$ cat src/rtl/pvid_pkg.sv
package pvid_pkg;

  // Register map
  localparam int unsigned PADDR_W = 3;
  localparam int unsigned PDATA_W = 32;
  localparam logic REG_FORMAT_SELECT = 1'b0;  // register index, taken from paddr[2]

  typedef enum logic [1:0] {
    FMT_FIXED32  = 2'd0,
    FMT_VARINT32 = 2'd1,
    FMT_FIXED64  = 2'd2,
    FMT_VARINT64 = 2'd3
  } fmt_e;

  localparam fmt_e FMT_RESET = FMT_VARINT32;

  // Body layout of a pending value
  typedef enum logic [1:0] {
    KIND_FOUR  = 2'd0,
    KIND_ONE   = 2'd1,
    KIND_TWO   = 2'd2,
    KIND_THREE = 2'd3
  } kind_e;

  // Lead byte fields
  localparam logic [1:0] LEAD_PREFIX = 2'b10;
  localparam logic [1:0] LEN_ONE     = 2'd0;
  localparam logic [1:0] LEN_TWO     = 2'd1;
  localparam logic [1:0] LEN_THREE   = 2'd2;

  typedef struct packed {
    logic [7:0] data_byte;
    logic       end_of_buffer;
  } in_item_t;

  typedef struct packed {
    logic signed [63:0] decoded_value;
    logic               was_truncated;
  } out_item_t;

  typedef struct packed {
    logic [31:0] accumulator;
    logic [2:0]  bytes_needed;
    kind_e       code_kind;
    logic [31:0] high_half;
    logic        on_second_half;
  } dec_state_t;

  localparam dec_state_t DEC_IDLE = '{
    accumulator:    32'd0,
    bytes_needed:   3'd0,
    code_kind:      KIND_FOUR,
    high_half:      32'd0,
    on_second_half: 1'b0
  };

endpackage

$ cat src/rtl/pvid_step.sv
module pvid_step (
  input  pvid_pkg::fmt_e       fmt_i,
  input  pvid_pkg::dec_state_t state_i,
  input  pvid_pkg::in_item_t   item_i,
  output pvid_pkg::dec_state_t state_o,
  output logic                 emit_o,
  output pvid_pkg::out_item_t  result_o
);
  import pvid_pkg::*;

  logic        done;
  logic        cut;
  logic [31:0] value;
  logic [31:0] acc_base;
  logic [2:0]  need_base;
  logic [2:0]  need_left;
  logic [31:0] acc_shift;
  logic [31:0] nibble;
  logic [7:0]  byte_in;
  dec_state_t  body;

  assign byte_in   = item_i.data_byte;
  assign nibble    = {{28{byte_in[3]}}, byte_in[3:0]};
  // A fresh fixed-format value starts its four-byte body with this byte
  assign acc_base  = (state_i.bytes_needed == 3'd0) ? 32'd0 : state_i.accumulator;
  assign need_base = (state_i.bytes_needed == 3'd0) ? 3'd4 : state_i.bytes_needed;
  assign acc_shift = {acc_base[23:0], byte_in};
  assign need_left = need_base - 3'd1;

  // Consume one transaction: update the body, flag a finished 32-bit value
  always_comb begin
    body  = state_i;
    done  = 1'b0;
    cut   = 1'b0;
    value = 32'd0;
    if (item_i.end_of_buffer) begin
      if (state_i.bytes_needed != 3'd0 || state_i.on_second_half) begin
        done = 1'b1;
        cut  = 1'b1;
        if (state_i.bytes_needed != 3'd0 && state_i.code_kind == KIND_ONE) begin
          value = {state_i.accumulator[23:0], 8'd0};
        end
      end
    end else if (state_i.bytes_needed == 3'd0 && fmt_i[0]) begin
      if (byte_in[7:6] != LEAD_PREFIX) begin
        done  = 1'b1;
        value = {{24{byte_in[7]}}, byte_in};
      end else begin
        case (byte_in[5:4])
          LEN_ONE: begin
            body.code_kind    = KIND_ONE;
            body.bytes_needed = 3'd1;
            body.accumulator  = nibble;
          end
          LEN_TWO: begin
            body.code_kind    = KIND_TWO;
            body.bytes_needed = 3'd2;
            body.accumulator  = nibble;
          end
          LEN_THREE: begin
            body.code_kind    = KIND_THREE;
            body.bytes_needed = 3'd3;
            body.accumulator  = nibble;
          end
          default: begin
            body.code_kind    = KIND_FOUR;
            body.bytes_needed = 3'd4;
            body.accumulator  = 32'd0;
          end
        endcase
      end
    end else begin
      if (state_i.bytes_needed == 3'd0) begin
        body.code_kind = KIND_FOUR;
      end
      body.accumulator  = acc_shift;
      body.bytes_needed = need_left;
      if (need_left == 3'd0) begin
        done  = 1'b1;
        value = acc_shift;
      end
    end
  end

  // Finish a value: emit it, or hold it as the high half of a 64-bit one
  always_comb begin
    state_o  = body;
    emit_o   = 1'b0;
    result_o = '{decoded_value: 64'sd0, was_truncated: 1'b0};
    if (done) begin
      state_o                = DEC_IDLE;
      emit_o                 = 1'b1;
      result_o.was_truncated = cut;
      if (!fmt_i[1]) begin
        result_o.decoded_value = {{32{value[31]}}, value};
      end else if (!state_i.on_second_half) begin
        if (!cut) begin
          emit_o                 = 1'b0;
          state_o.high_half      = value;
          state_o.on_second_half = 1'b1;
        end else begin
          result_o.decoded_value = {value, 32'd0};
        end
      end else begin
        result_o.decoded_value = {state_i.high_half, value};
      end
    end
  end

endmodule

$ cat src/rtl/prefix_varint_integer_decoder_core.sv
// Prefix-varint integer decoder.
// Input channel: one byte per transaction (in_valid_i / in_stall_o, payload
// in_data_i); end_of_buffer cuts a pending value short and carries no byte.
// Output channel: one decoded 64-bit signed value per finished integer
// (out_valid_o / out_stall_i, payload out_data_o), with a truncation flag.
// Configuration: APB-style port, format_select at byte address 0. Write it
// only while the block is idle; a write drops any partly decoded value.
// Latency: a result appears on out_valid_o the cycle after the transaction
// holding its last byte (or the end-of-buffer marker) is taken.
// Throughput: one byte per cycle while in_stall_o is low; each byte goes
// through one pass of the step logic between the state and output registers.
// A stalled result stays in the output register; a new transaction is taken
// alongside it only once the receiver takes it, so in_stall_o follows
// out_stall_i while a result waits.
// Reset: decoder idle, output empty, format_select = varint 32-bit.
module prefix_varint_integer_decoder_core (
  input  logic                          clk_i,
  input  logic                          rst_ni,
  input  logic                          in_valid_i,
  output logic                          in_stall_o,
  input  pvid_pkg::in_item_t            in_data_i,
  output logic                          out_valid_o,
  input  logic                          out_stall_i,
  output pvid_pkg::out_item_t           out_data_o,
  input  logic                          psel,
  input  logic                          penable,
  input  logic                          pwrite,
  input  logic [pvid_pkg::PADDR_W-1:0]  paddr,
  input  logic [pvid_pkg::PDATA_W-1:0]  pwdata,
  output logic [pvid_pkg::PDATA_W-1:0]  prdata,
  output logic                          pready
);
  import pvid_pkg::*;

  fmt_e       fmt_q;
  dec_state_t state_q, state_d, step_state;
  logic       step_emit;
  out_item_t  step_result;
  logic       out_valid_q;
  out_item_t  out_data_q;
  logic       in_accept;
  logic       cfg_write;

  assign pready    = 1'b1;
  assign cfg_write = psel & penable & pwrite & (paddr[2] == REG_FORMAT_SELECT);
  assign prdata    = (paddr[2] == REG_FORMAT_SELECT) ?
                     {{(PDATA_W-2){1'b0}}, fmt_q} : '0;

  assign in_stall_o = out_valid_q & out_stall_i;
  assign in_accept  = in_valid_i & ~in_stall_o;

  pvid_step u_step (
    .fmt_i    (fmt_q),
    .state_i  (state_q),
    .item_i   (in_data_i),
    .state_o  (step_state),
    .emit_o   (step_emit),
    .result_o (step_result)
  );

  // Pick the next decoder state: config write clears, a transaction advances
  always_comb begin
    state_d = state_q;
    if (cfg_write) begin
      state_d = DEC_IDLE;
    end else if (in_accept) begin
      state_d = step_state;
    end
  end

  // Hold configuration and decoder state
  always_ff @(posedge clk_i or negedge rst_ni) begin
    if (!rst_ni) begin
      fmt_q   <= FMT_RESET;
      state_q <= DEC_IDLE;
    end else begin
      if (cfg_write) begin
        fmt_q <= fmt_e'(pwdata[1:0]);
      end
      state_q <= state_d;
    end
  end

  // Output register: load on emit, drop once taken
  always_ff @(posedge clk_i or negedge rst_ni) begin
    if (!rst_ni) begin
      out_valid_q <= 1'b0;
    end else if (in_accept) begin
      out_valid_q <= step_emit;
    end else if (!out_stall_i) begin
      out_valid_q <= 1'b0;
    end
  end

  always_ff @(posedge clk_i) begin
    if (in_accept && step_emit) begin
      out_data_q <= step_result;
    end
  end

  assign out_valid_o = out_valid_q;
  assign out_data_o  = out_data_q;

endmodule

$ cat config.mk
export PLATFORM = sky130hd
export DESIGN_NAME = prefix_varint_integer_decoder_core
export DESIGN_NICKNAME = d
export VERILOG_FILES = /design/src/rtl/pvid_pkg.sv /design/src/rtl/pvid_step.sv /design/src/rtl/prefix_varint_integer_decoder_core.sv
export SDC_FILE = /design/constraint.sdc
export NUM_CORES = 1
export LEC_CHECK = 0
export BUFFER_PORTS_ARGS = -buffer_cell sky130_fd_sc_hd__buf_2
export CAP_MARGIN = 20
export CORE_ASPECT_RATIO = 0.9
export CORE_MARGIN = 4
export CORE_UTILIZATION = 45
export CTS_BUF_LIST = sky130_fd_sc_hd__clkbuf_16
export CTS_CLUSTER_DIAMETER = 200
export DETAILED_ROUTE_END_ITERATION = 12
export PLACE_DENSITY = 0.72
export SLEW_MARGIN = 20
export SYNTH_ARGS = -nofsm -noshare
export SYNTH_HDL_FRONTEND = slang
export SYNTH_SLANG_ARGS = --single-unit
$ cat constraint.sdc
create_clock -name clk_i -period 6.3 [get_ports clk_i]
set_input_delay 0.63 -clock clk_i [delete_from_list [all_inputs] [get_ports clk_i]]
set_output_delay 0.63 -clock clk_i [all_outputs]
set_load 0.01 [all_outputs]
# After elaboration in Yosys (flattened, before gate mapping)
# Cells that the tools add are included.
# word_totals
ff_bits	130
input_bits	51
word_cells	73
# classes
add_sub_neg	1
n_eq_ne	7
muxes	35
n_bitwise	7
n_reduce_logical	14
# op_table
operator	count
$mux 32	6
$mux 64	3
$mux 62	3
$mux 33	3
$mux 29	3
$pmux 29 s3	1
$mux 24	1
$mux 1	12
$logic_not 3->1	2
$and 1x1->1	5
$eq 2x1->1 const B	2
$mux 2	2
$ne 4x3->1 const B	1
$reduce_and 4->1	1
$reduce_bool 2->1	2
$reduce_bool 4->1	1
$logic_and 1x1->1	3
$mux 3	1
$ne 3x1->1 const B	1
$reduce_and 3->1	1
$reduce_bool 3->1	1
$sub 3x1->3 const B	1
$eq 2x2->1 const B	1
$logic_not 2->1	1
other kinds (5)	6

# Depth between registers and ports, before layout
# Gate-level depths: netlist (run 1).
# logic_depth
word_depth	13
depth_mapped	10

# Modules after synthesis
# A second synthesis (run 1) with hierarchy kept.
# unflattened
cells_unflattened	866
area_unflattened_um2	7752.4
# by_module_without_submodules
module	instances	cells_per_inst	area_each_um2	seq_area_each_um2
prefix_varint_integer_decoder_core	1	415	5124.9	3779.9
pvid_step	1	451	2627.5	0.0

# Worst setup path before layout (run 1)
# OpenSTA, ideal clock, no wires.
# synth_timing
path_type	reg2reg
from	reg state_q[36] (netlist name)
to	reg out_data_q, in the netlist out_data_o[0] (enable)
arrival_ns	5.019
required_time_ns	5.790
setup_slack_ns	0.772
stages_incl_launch_ff	9
synth_period_minus_slack_ns	5.528
cell_sequence	dfrtp_1 -> buf_2 -> inv_1 -> ha_1 -> o21a_1 -> o21ai_1 -> clkbuf_1 -> nand3_1 -> a21oi_1
# synth_via
elab_chain_len	9
word_cells_on_any_way	17
cone_classes	1 x add/sub; 10 x mux; 6 x reduce/logical
# synth_rtl
element	line	source
from (decl)	prefix_varint_integer_decoder_core.sv:36	dec_state_t state_q, state_d, step_state;
from (signal assigned)	prefix_varint_integer_decoder_core.sv:80	state_q <= state_d;
$logic_not 3->1 or $reduce_bool 3->1 (tied branches)	pvid_step.sv:26, pvid_step.sv:44, pvid_step.sv:37	
$mux 3 or $logic_or 1x1->1 (tied branches)	pvid_step.sv:26, pvid_step.sv:37	
$sub 3x1->3 or $mux 1 (tied branches)	pvid_step.sv:28, pvid_step.sv:37	
$logic_not 3->1 or $mux 1 (tied branches)	pvid_step.sv:78, pvid_step.sv:36	
$mux 1, on equally long branches	pvid_step.sv:78, pvid_step.sv:97	
$mux 1, on equally long branches	pvid_step.sv:44, pvid_step.sv:96	
$mux 1, on equally long branches	pvid_step.sv:36, pvid_step.sv:94	
$mux 1 (*)	pvid_step.sv:90	if (done) begin
$logic_and 1x1->1 (*)	prefix_varint_integer_decoder_core.sv:96	if (in_accept && step_emit) begin
to (signal assigned)	prefix_varint_integer_decoder_core.sv:97	out_data_q <= step_result;
to (decl)	prefix_varint_integer_decoder_core.sv:40	out_item_t out_data_q;
# Every way passes the cells marked *; elsewhere a longest branch is shown, timed or not.
# A chain may end at the register's enable or synchronous reset.

# Final worst setup path (run 1)
# layout_timing
from	reg state_q[36] (netlist name)
to	reg out_data_q, in the netlist out_data_o[31] (enable)
# Same word-level chain as after synthesis.

==> results.toml, run 1 <==
[placed_design]
hpwlAfterDp_um = 10100
post-place-ws_ps = 2730
gp_congestion = 0.867
dpl-instance-area_um2 = 6470
post-place-cells = 748
numPortBuffers = 87

[yosys]
synth_edf_count = 65
synth-seq-cells = 130
syn_area_um2 = 6050
synth_warnings = 0
synth_cell_types = 52
avgSynthCellArea_um2 = 11.4
async_reset_ff_share_pct = 50.0
synth-seq-area-share_pct = 59.2
syn_inst = 532
synth_flop_cell = "edfxtp_1"

[job]
drv_cap = 0

[critical_path]
critPathLaunchType = "register"
crit_required_ps = 6350
r2r_slack_ps = 2640
endpoint_kind = "register"
arrival_ps = 3710
critPathMaxFanout = 42
path_class = "reg2reg"

[power_and_ir_drop]
ir_worst_vdd_mv = 0.264
power.density_nw_per_um2 = 437
cellLeakagePower_nw = 2.84

[timing]
worst_slew_pin_slew_ps = 1100
whs_ps = 400
hold_viol = 0
period_share_pct = 58.0
fin_skew_ps = 10.5
rsz0062_at_grt = "false"
setup_tns_ps = 0
slew_headroom_pct = 26.8
maxSlewViolCount = 0
min_period_ps = 3660
fin_ws_ps = 2640
setup_viol = 0
max_freq_mhz = 274

[global_route]
globalRouteTotalUtil_pct = 20.1
grt_start_max_net_pins = 66
antenna_found_initial = 0
grt_pass1_vias = 4653
grt_overflow = 0
grt_pass1_wl_um = 24100

[detailed_routing]
drc_errors = 0
viasPerCell = 6.03
antenna_left = 0
wirelength_um = 15400
drt_pass1_iterations = 7
first_iter_violations = 435
vias = 4701
routedWlPerCell_um = 19.7

[final_layout]
num_antenna_cells = 0
drive_gt1_share_pct = 22.9
nets = 660
fillers = 1071
design_area_um2 = 7020
area_growth_pct = 16.1
stdcell_count = 780

[floorplan]
die_h_um = 118
pin_count = 151
die_w_um = 130
start_util_pct = 46.8
rows = 39
die_area_um2 = 15400
core_area_um2 = 12900

[clock_tree]
clock_latency_ps = 420
post_cts_buffers = 0
ctsRootBufferMaster = "clkbuf_16"
postCtsHoldBufs = 0
cts.sinks = 130
htreeDepth = 4
post_cts_resized = 0
clockBufferDepth = 2
cts_buffers = 17
cts_tree = "yes"
clk_pin_slew_ps = 60

[min_path]
hp-class = "in2async"

[run_status]
outcome = "complete, no violations"
==> final timing paths <==
path                                    startpoint  cells after the start                            to
max                        state_q[36]$_DFFE_PN0P_                      8  out_data_o[31]$_SDFFCE_PP0P_
min                                         rst_ni                      2       state_q[19]$_DFFE_PN0P_
max reg2reg                state_q[36]$_DFFE_PN0P_                      8  out_data_o[31]$_SDFFCE_PP0P_
min reg2reg                state_q[27]$_DFFE_PN0P_                      1       state_q[27]$_DFFE_PN0P_
max in group asynchronous                   rst_ni                      2        state_q[6]$_DFFE_PN0P_
min in group clk_i                       pwdata[0]                      2          fmt_q[0]$_DFFE_PN1P_
==> worst max-delay path, cell delays in order, from the launching register on <==
cell	delay (ps)
dfrtp_1	560
inv_1	140
ha_1	290
o21a_1	260
o21ai_1	150
buf_4	260
nand3_1	240
a21oi_4	770
buf_4	580
==> power breakdown <==
group / switching, mW / internal, mW / total, mW / leakage [nW]
sequential: 0.146 / 1.12 / 1.27 / 1.50
combinational: 0.633 / 0.266 / 0.899 / 1.06
clock: 0.366 / 0.537 / 0.904 / 0.277
total: 1.15 / 1.92 / 3.07 / 2.84
==> cell families (layout without fill, tap and decap cells) <==
group	count (synthesis)	after routing	share of synthesized area (%)
AO/OA/AOI/OAI	181	181	20.7
flip-flops	130	130	59.2
AND/OR/NAND/NOR	128	128	10.6
buffers and inverters	82	137	7.68
adder cells (fa/ha/maj)	6	6	1.24
other	2	31	0.124
multiplexers	2	2	0.372
XOR/XNOR	1	1	0.145
==> area by class of cell <==
class	instances	area (µm²)	area share, %
repair buffers	96	503	7.16
flip-flops and latches	130	3580	51.0
clock buffers	17	425	6.06
well taps	164	205	2.92
clock inverters	15	120	1.71
multi-input cells	349	2150	30.7
inverters	9	33.8	0.481
==> registers in the layout, indices dropped and copies added (netlist names) <==
name         cells
fmt_q            2
out_data_o      65
out_valid_o      1
state_q         62
==> layout by cell type, fill, tap and decap left out, types with 2 or more instances in the layout <==
cell / count
buf_2: 87
edfxtp_1: 65
dfrtp_1: 64
a21oi_1: 50
nand2_1: 49
conb_1: 31
nor3_1: 28
o21ai_0: 23
o2bb2ai_1: 23
nor2_1: 20
clkbuf_16: 17
a32oi_1: 15
a32o_1: 14
a22oi_1: 13
inv_1: 10
a31oi_1: 10
buf_4: 9
a22o_1: 7
clkinv_2: 7
ha_1: 6
o21a_1: 5
and2_1: 5
and3_1: 4
clkinv_4: 4
nor2b_1: 3
nand3b_1: 3
nand2b_1: 3
o21ai_1: 3
a21oi_4: 3
o22ai_1: 3
nand3_1: 2
nor3b_1: 2
mux2_2: 2
==> stage by stage <==
stage / util [%] / total power, mW
after global placement: 50.0 / 2.13
after floorplan: - / 1.88
after CTS: 54.3 / 3.07
final: 54.3 / 3.07
after global routing: 54.3 / 3.21
after detailed placement: 50.0 / 2.16
==> cells in the mapped netlist, types with 2 or more instances <==
cell type	n	area share (%)
nor2b_1	3	0.31
clkbuf_1	23	1.4
a22o_1	7	1.0
a32oi_1	15	2.2
nand3b_1	3	0.37
a22oi_1	13	1.6
o2bb2ai_1	23	3.3
nor3b_1	2	0.25
a21oi_2	2	0.29
and3_1	4	0.41
buf_4	35	4.3
o21ai_0	23	1.9
conb_1	2	0.12
nor3_1	28	2.3
o22ai_1	3	0.31
nand2b_1	3	0.31
a21oi_1	52	4.3
o21ai_1	3	0.25
buf_2	14	1.2
and2_1	5	0.52
edfxtp_1	65	32
a32o_1	14	2.3
a31oi_1	11	1.1
dfrtp_1	64	26
nand3_1	3	0.25
ha_1	6	1.2
inv_1	9	0.56
nor2_1	20	1.2
o21a_1	5	0.62
nand2_1	49	3.0
mux2_2	2	0.37
==> metal layers <==
metal,part of all wire (%),track usage [%],wire [µm]
met1,40,25.3,6080
met2,47,31.1,7200
met3,11,7.17,1700
met4,2.6,8.64,393
met5,0,0,0
Note: power is estimated with default switching activity, not from simulation.
==> run 2: changes to the inputs <==
==> constraint.sdc (replaced) <==
create_clock -name clk_i -period 3.45 [get_ports clk_i]
set_input_delay 0.345 -clock clk_i [delete_from_list [all_inputs] [get_ports clk_i]]
set_output_delay 0.345 -clock clk_i [all_outputs]
set_load 0.01 [all_outputs]
==> run 2 against run 1 <==
  * Sequential power is 82% higher
  * Global-route usage is 0.28 points higher
  * Critical endpoint is now state_q[25]$_DFFE_PN0P_
  * Worst setup slack worse by 2000 ps
  * Final cell count is 1.8% higher
  * Die area stayed put
  * Largest power group unchanged
  * Fmax is 29% higher
==> results.toml, run 2 (synthesis results as in run 1) <==
[final_layout]
seqCellArea_um2 = 3580
largest_reg_flops = 65
area_growth_pct = 18.8
final_common_cell = "buf_2"
mostFrequentLayoutCells = "87 x buf_2, 65 x edfxtp_1, 64 x dfrtp_1"
fillers = 1064
nets = 674
drive_gt1_share_pct = 24.1
num_antenna_cells = 0
multi_input_area_um2 = 2140

[critical_path]
endpoint_kind = "register"
critPathLaunch = "state_q[36]$_DFFE_PN0P_"
crit_required_ps = 3770
r2r-end = "state_q[25]$_DFFE_PN0P_"
r2r_slack_ps = 630
path_class = "reg2reg"
regToRegStartpoint = "state_q[36]$_DFFE_PN0P_"
worstSetupEndpoint = "state_q[25]$_DFFE_PN0P_"
critPathMaxFanout = 30
arrival_ps = 3150
r2r_cells = 9
critPathLaunchType = "register"

[run_status]
outcome = "complete, no violations"

[power_and_ir_drop]
cellLeakagePower_nw = 2.94
switching_share_pct = 35.5
seqPwrFrac_pct = 39.5
p_clk_share_pct = 31.8
switchingPower_mw = 2.07
power.internal_mw = 3.77
finalPower_mw = 5.84
power.density_nw_per_um2 = 813
p_comb_share_pct = 28.7
ir_worst_vdd_mv = 0.404

[job]
drv_cap = 0

[clock_tree]
cts_buffers = 17
htreeDepth = 4
clk_pin_slew_ps = 60
cts.sinks = 130
clock_latency_ps = 420
cts_tree = "yes"
post_cts_buffers = 0
ctsRootBufferMaster = "clkbuf_16"
postCtsHoldBufs = 1
post_cts_resized = 0
clockBufferDepth = 2

[timing]
worst_slew_pin_slew_ps = 852
slew_headroom_pct = 42.8
hold_viol = 0
rsz0062_at_grt = "false"
max_freq_mhz = 354
setup_tns_ps = 0
period_share_pct = 81.8
fin_skew_ps = 8.92
min_period_ps = 2820
maxSlewViolCount = 0
setup_viol = 0

[floorplan]
core_area_um2 = 12900
die_h_um = 118
rows = 39
die_w_um = 130
die_area_um2 = 15400
start_util_pct = 46.8
pin_count = 151

[detailed_routing]
viasPerCell = 5.86
drc_errors = 0
routedWlPerCell_um = 19.1
drt_pass1_iterations = 7
antenna_left = 0
wirelength_um = 15200
first_iter_violations = 523
vias = 4652

[global_route]
grt_pass1_vias = 4623
grt_start_max_net_pins = 46
antenna_found_initial = 0
globalRouteTotalUtil_pct = 20.4
grt_pass1_wl_um = 24500
grt_overflow = 0

[placed_design]
hpwlAfterDp_um = 10200
numPortBuffers = 87
gp_congestion = 0.880

[min_path]
hp-class = "in2reg"
worstHoldStart = "pwdata[1]"
==> run 2: cell types whose count changed in the layout (fill, tap and decap cells not counted) <==
cell / before / now
dlygate4sd3_1: 0 / 1
clkinv_4: 4 / 3
bufinv_16: 1 / 4
and2_2: 1 / 0
nand3_1: 2 / 3
nand3_2: 1 / 0
buf_4: 9 / 22
a21oi_4: 3 / 2
and2_1: 5 / 6
a21oi_2: 1 / 2
clkinv_2: 7 / 5
==> run 2: worst max-delay path: stages, from the launching register on <==
cell and delay (ps):
dfrtp_1 560, inv_1 140, ha_1 310, and2_1 180
o21ai_0 300, o21ai_1 170, buf_4 240, a21oi_2 250
buf_4 380, o2bb2ai_1 180
==> run 2: power by group through the flow <==
stage	Combinational, mW	Clock, mW	Sequential, mW
global placement	1.61	0	2.31
finish	1.68	1.86	2.31
global route	1.84	1.96	2.35
floorplan	1.11	0	2.32
detailed placement	1.65	0	2.33
CTS	1.67	1.88	2.30
==> run 2: per-layer routing <==
metal  global-route usage, %  part of all wire [%]
met5                       0                     0
met1                    27.1                    42
met4                    4.74                   1.6
met3                    6.81                   9.6
met2                    32.3                    47
==> run 2: layout make-up <==
type	count	share of cell area [%]
Timing Repair Buffer	110	8.50
Clock buffer	17	5.92
Inverter	9	0.470
Clock inverter	15	2.66
Tap cell	164	2.86
Multi-Input combinational cell	349	29.8
Sequential cell	130	49.8
==> run 2: how the worst min path moves through the flow <==
| stage | endpoint | slack [ps] | depth (start not counted) |
|---|---|---|---|
| global route | fmt_q[1]$_DFFE_PN0P_ | 140 | 2 |
| CTS | fmt_q[1]$_DFFE_PN0P_ | 150 | 2 |
| floorplan | fmt_q[1]$_DFFE_PN0P_ | 50 | 0 |
| detailed placement | state_q[20]$_DFFE_PN0P_ | 330 | 1 |
| finish | fmt_q[1]$_DFFE_PN0P_ | 160 | 2 |
| global placement | state_q[20]$_DFFE_PN0P_ | 320 | 1 |
==> run 2: stage by stage <==
stage          area (µm²)  hold slack [ps]  utilization, %  worst slack, ps  cells
2_1_floorplan        6170             49.4               -             30.3    561
4_1_cts              7190              145            55.6              648    794
3_3_place_gp         6560              318            50.7              828    761
5_1_grt              7190              139            55.6              486    794
3_5_place_dp         6560              327            50.7              695    761
6_report             7190              162            55.6              626    794
==> run 3: changes to the inputs <==
--- a/config.mk
+++ b/config.mk
@@ -13,7 +13,7 @@
 export CTS_BUF_LIST = sky130_fd_sc_hd__clkbuf_16
 export CTS_CLUSTER_DIAMETER = 200
 export DETAILED_ROUTE_END_ITERATION = 12
-export PLACE_DENSITY = 0.72
+export PLACE_DENSITY = 0.75
 export SLEW_MARGIN = 20
 export SYNTH_ARGS = -nofsm -noshare
 export SYNTH_HDL_FRONTEND = slang
==> constraint.sdc (replaced) <==
create_clock -name clk_i -period 2.3 [get_ports clk_i]
set_input_delay 0.23 -clock clk_i [delete_from_list [all_inputs] [get_ports clk_i]]
set_output_delay 0.23 -clock clk_i [all_outputs]
set_load 0.01 [all_outputs]
==> run 3 against run 2 <==
  * Flip-flop and latch count did not move
  * Count of clock-buffer cells in the layout stayed put
  * Register-to-register slack worse by 540 ps
  * Final cell count increased by 3.0%
  * Critical path depth is 1 lower
  * Critical path type unchanged
  * Largest power group unchanged
==> results.toml, run 3 (synthesis results as in run 1) <==
[final_layout]
final_common_cell = "buf_2"
drive_gt1_share_pct = 28.6
mostFrequentLayoutCells = "87 x buf_2, 65 x edfxtp_1, 63 x dfrtp_1"
design_area_um2 = 7540
fillers = 1028
area_growth_pct = 24.7
largest_reg_flops = 65
nets = 698
num_antenna_cells = 0
stdcell_count = 818

[critical_path]
endpoint_kind = "register"
path_class = "reg2reg"
arrival_ps = 2510
cpPeakStageDelay_ps = 460
path_cells = "inv_4 > ha_1 > and2_1 > o21ai_1 > o21ai_4 > buf_4 > and3_1 > a22o_1"
critPathSlowestCell = "dfrtp_1"
critPathMaxFanout = 8
crit_required_ps = 2600
critPathLaunchType = "register"

[floorplan]
rows = 39
die_h_um = 118
start_util_pct = 46.8
die_area_um2 = 15400
pin_count = 151
core_area_um2 = 12900
die_w_um = 130

[timing]
max_freq_mhz = 451
worst_slew_pin_slew_ps = 727
min_period_ps = 2220
fin_skew_ps = 12.4
period_share_pct = 96.5
slew_headroom_pct = 51.0
hold_viol = 0
maxSlewViolCount = 0
setup_viol = 0
whs_ps = 36.2

[global_route]
grt_start_max_net_pins = 66
grt_overflow = 0
antenna_found_initial = 0
grt_pass1_vias = 4691
grt_pass1_wl_um = 24700
globalRouteTotalUtil_pct = 20.4

[clock_tree]
cts_tree = "yes"
ctsRootBufferMaster = "clkbuf_16"
clock_latency_ps = 420
clk_pin_slew_ps = 70
htreeDepth = 4
cts.sinks = 130
clockBufferDepth = 2
cts_buffers = 17

[min_path]
hp-class = "in2reg"

[placed_design]
gp_congestion = 0.939
hpwlAfterDp_um = 10400
dpl-instance-area_um2 = 6860
post-place-cells = 782
numPortBuffers = 87

[detailed_routing]
first_iter_violations = 572
routedWlPerCell_um = 18.8
drt_pass1_iterations = 5
vias = 4789
drc_errors = 0
wirelength_um = 15400
antenna_left = 0
viasPerCell = 5.85

[run_status]
outcome = "complete, no violations"

[power_and_ir_drop]
cellLeakagePower_nw = 3.09
ir_worst_vdd_mv = 0.663
finalPower_mw = 9.07
power.density_nw_per_um2 = 1200

[job]
drv_cap = 0
run 3: cell types whose count changed in the layout (fill, tap and decap cells not counted), sizes merged:
cell	change
bufinv	-3
inv	+2
buf	+23
clkinvlp	+2
clkinv	-1
clkbuf	+1
run 3: layer usage:
metal | global-route usage [%] | share of wire (%) | vias to the layer above
li1 | - | - | 2171
met1 | 27.4 | 41 | 2331
met2 | 32.1 | 49 | 259
met3 | 5.99 | 9.2 | 28
met4 | 6.30 | 1.6 | 0
met5 | 0 | 0 | -
run 3: repair_timing:
item / in CTS / in global routing
cloned: 0 / 1
setup endpoints to repair: 49 / 103
buffers inserted: 0 / 2
pin swaps: 0 / 3
endpoints found under the hold margin: 64 / 0
hold buffers: 1 / 0
gates resized for setup: 1 / 8
run 3: stage by stage:
step           TNS (ps)  util, %  setup WS [ps]
2_1_floorplan    -44950        -           -668
3_3_place_gp          0     53.1           10.8
3_5_place_dp       -709     53.1          -20.1
4_1_cts               0     57.6           2.06
5_1_grt            -238     58.3          -23.3
6_report              0     58.3           81.4
run 3: path summary, 6_finish.rpt:
check,from,to,cells after the start,slack (ps)
min in group asynchronous,rst_ni,state_q[35]$_DFFE_PN0P_,3,340
setup reg to reg,state_q[36]$_DFFE_PN0P_,state_q[6]$_DFFE_PN0P_,8,80
hold reg to reg,state_q[22]$_DFFE_PN0P_,state_q[22]$_DFFE_PN0P_,1,490
setup / recovery,state_q[36]$_DFFE_PN0P_,state_q[6]$_DFFE_PN0P_,8,80
max in group asynchronous,rst_ni,state_q[2]$_DFFE_PN0P_,3,1640
hold / removal,pwdata[0],fmt_q[0]$_DFFE_PN1P_,2,40
run 3: cell type report:
cell class,instances,area (µm²),area share [%]
Clock buffer,17,425,5.64
Clock inverter,15,153,2.02
Inverter,9,38.8,0.514
Multi-Input combinational cell,349,2210,29.3
Sequential cell,130,3580,47.5
Tap cell,164,205,2.72
Timing Repair Buffer,134,928,12.3
run 3: where the power goes:
part	switching (mW)	internal, mW
clock network	1.08	1.52
registers	0.355	3.06
logic	1.91	1.14
run 3: critical path: cells and delay by family (launching register included):
| kind | cells | cell delay [ps] |
|---|---|---|
| AO/OA/AOI/OAI | 3 | 690 |
| flip-flops | 1 | 460 |
| AND/OR/NAND/NOR | 2 | 440 |
| buffers and inverters | 2 | 260 |
| adder cells (fa/ha/maj) | 1 | 240 |
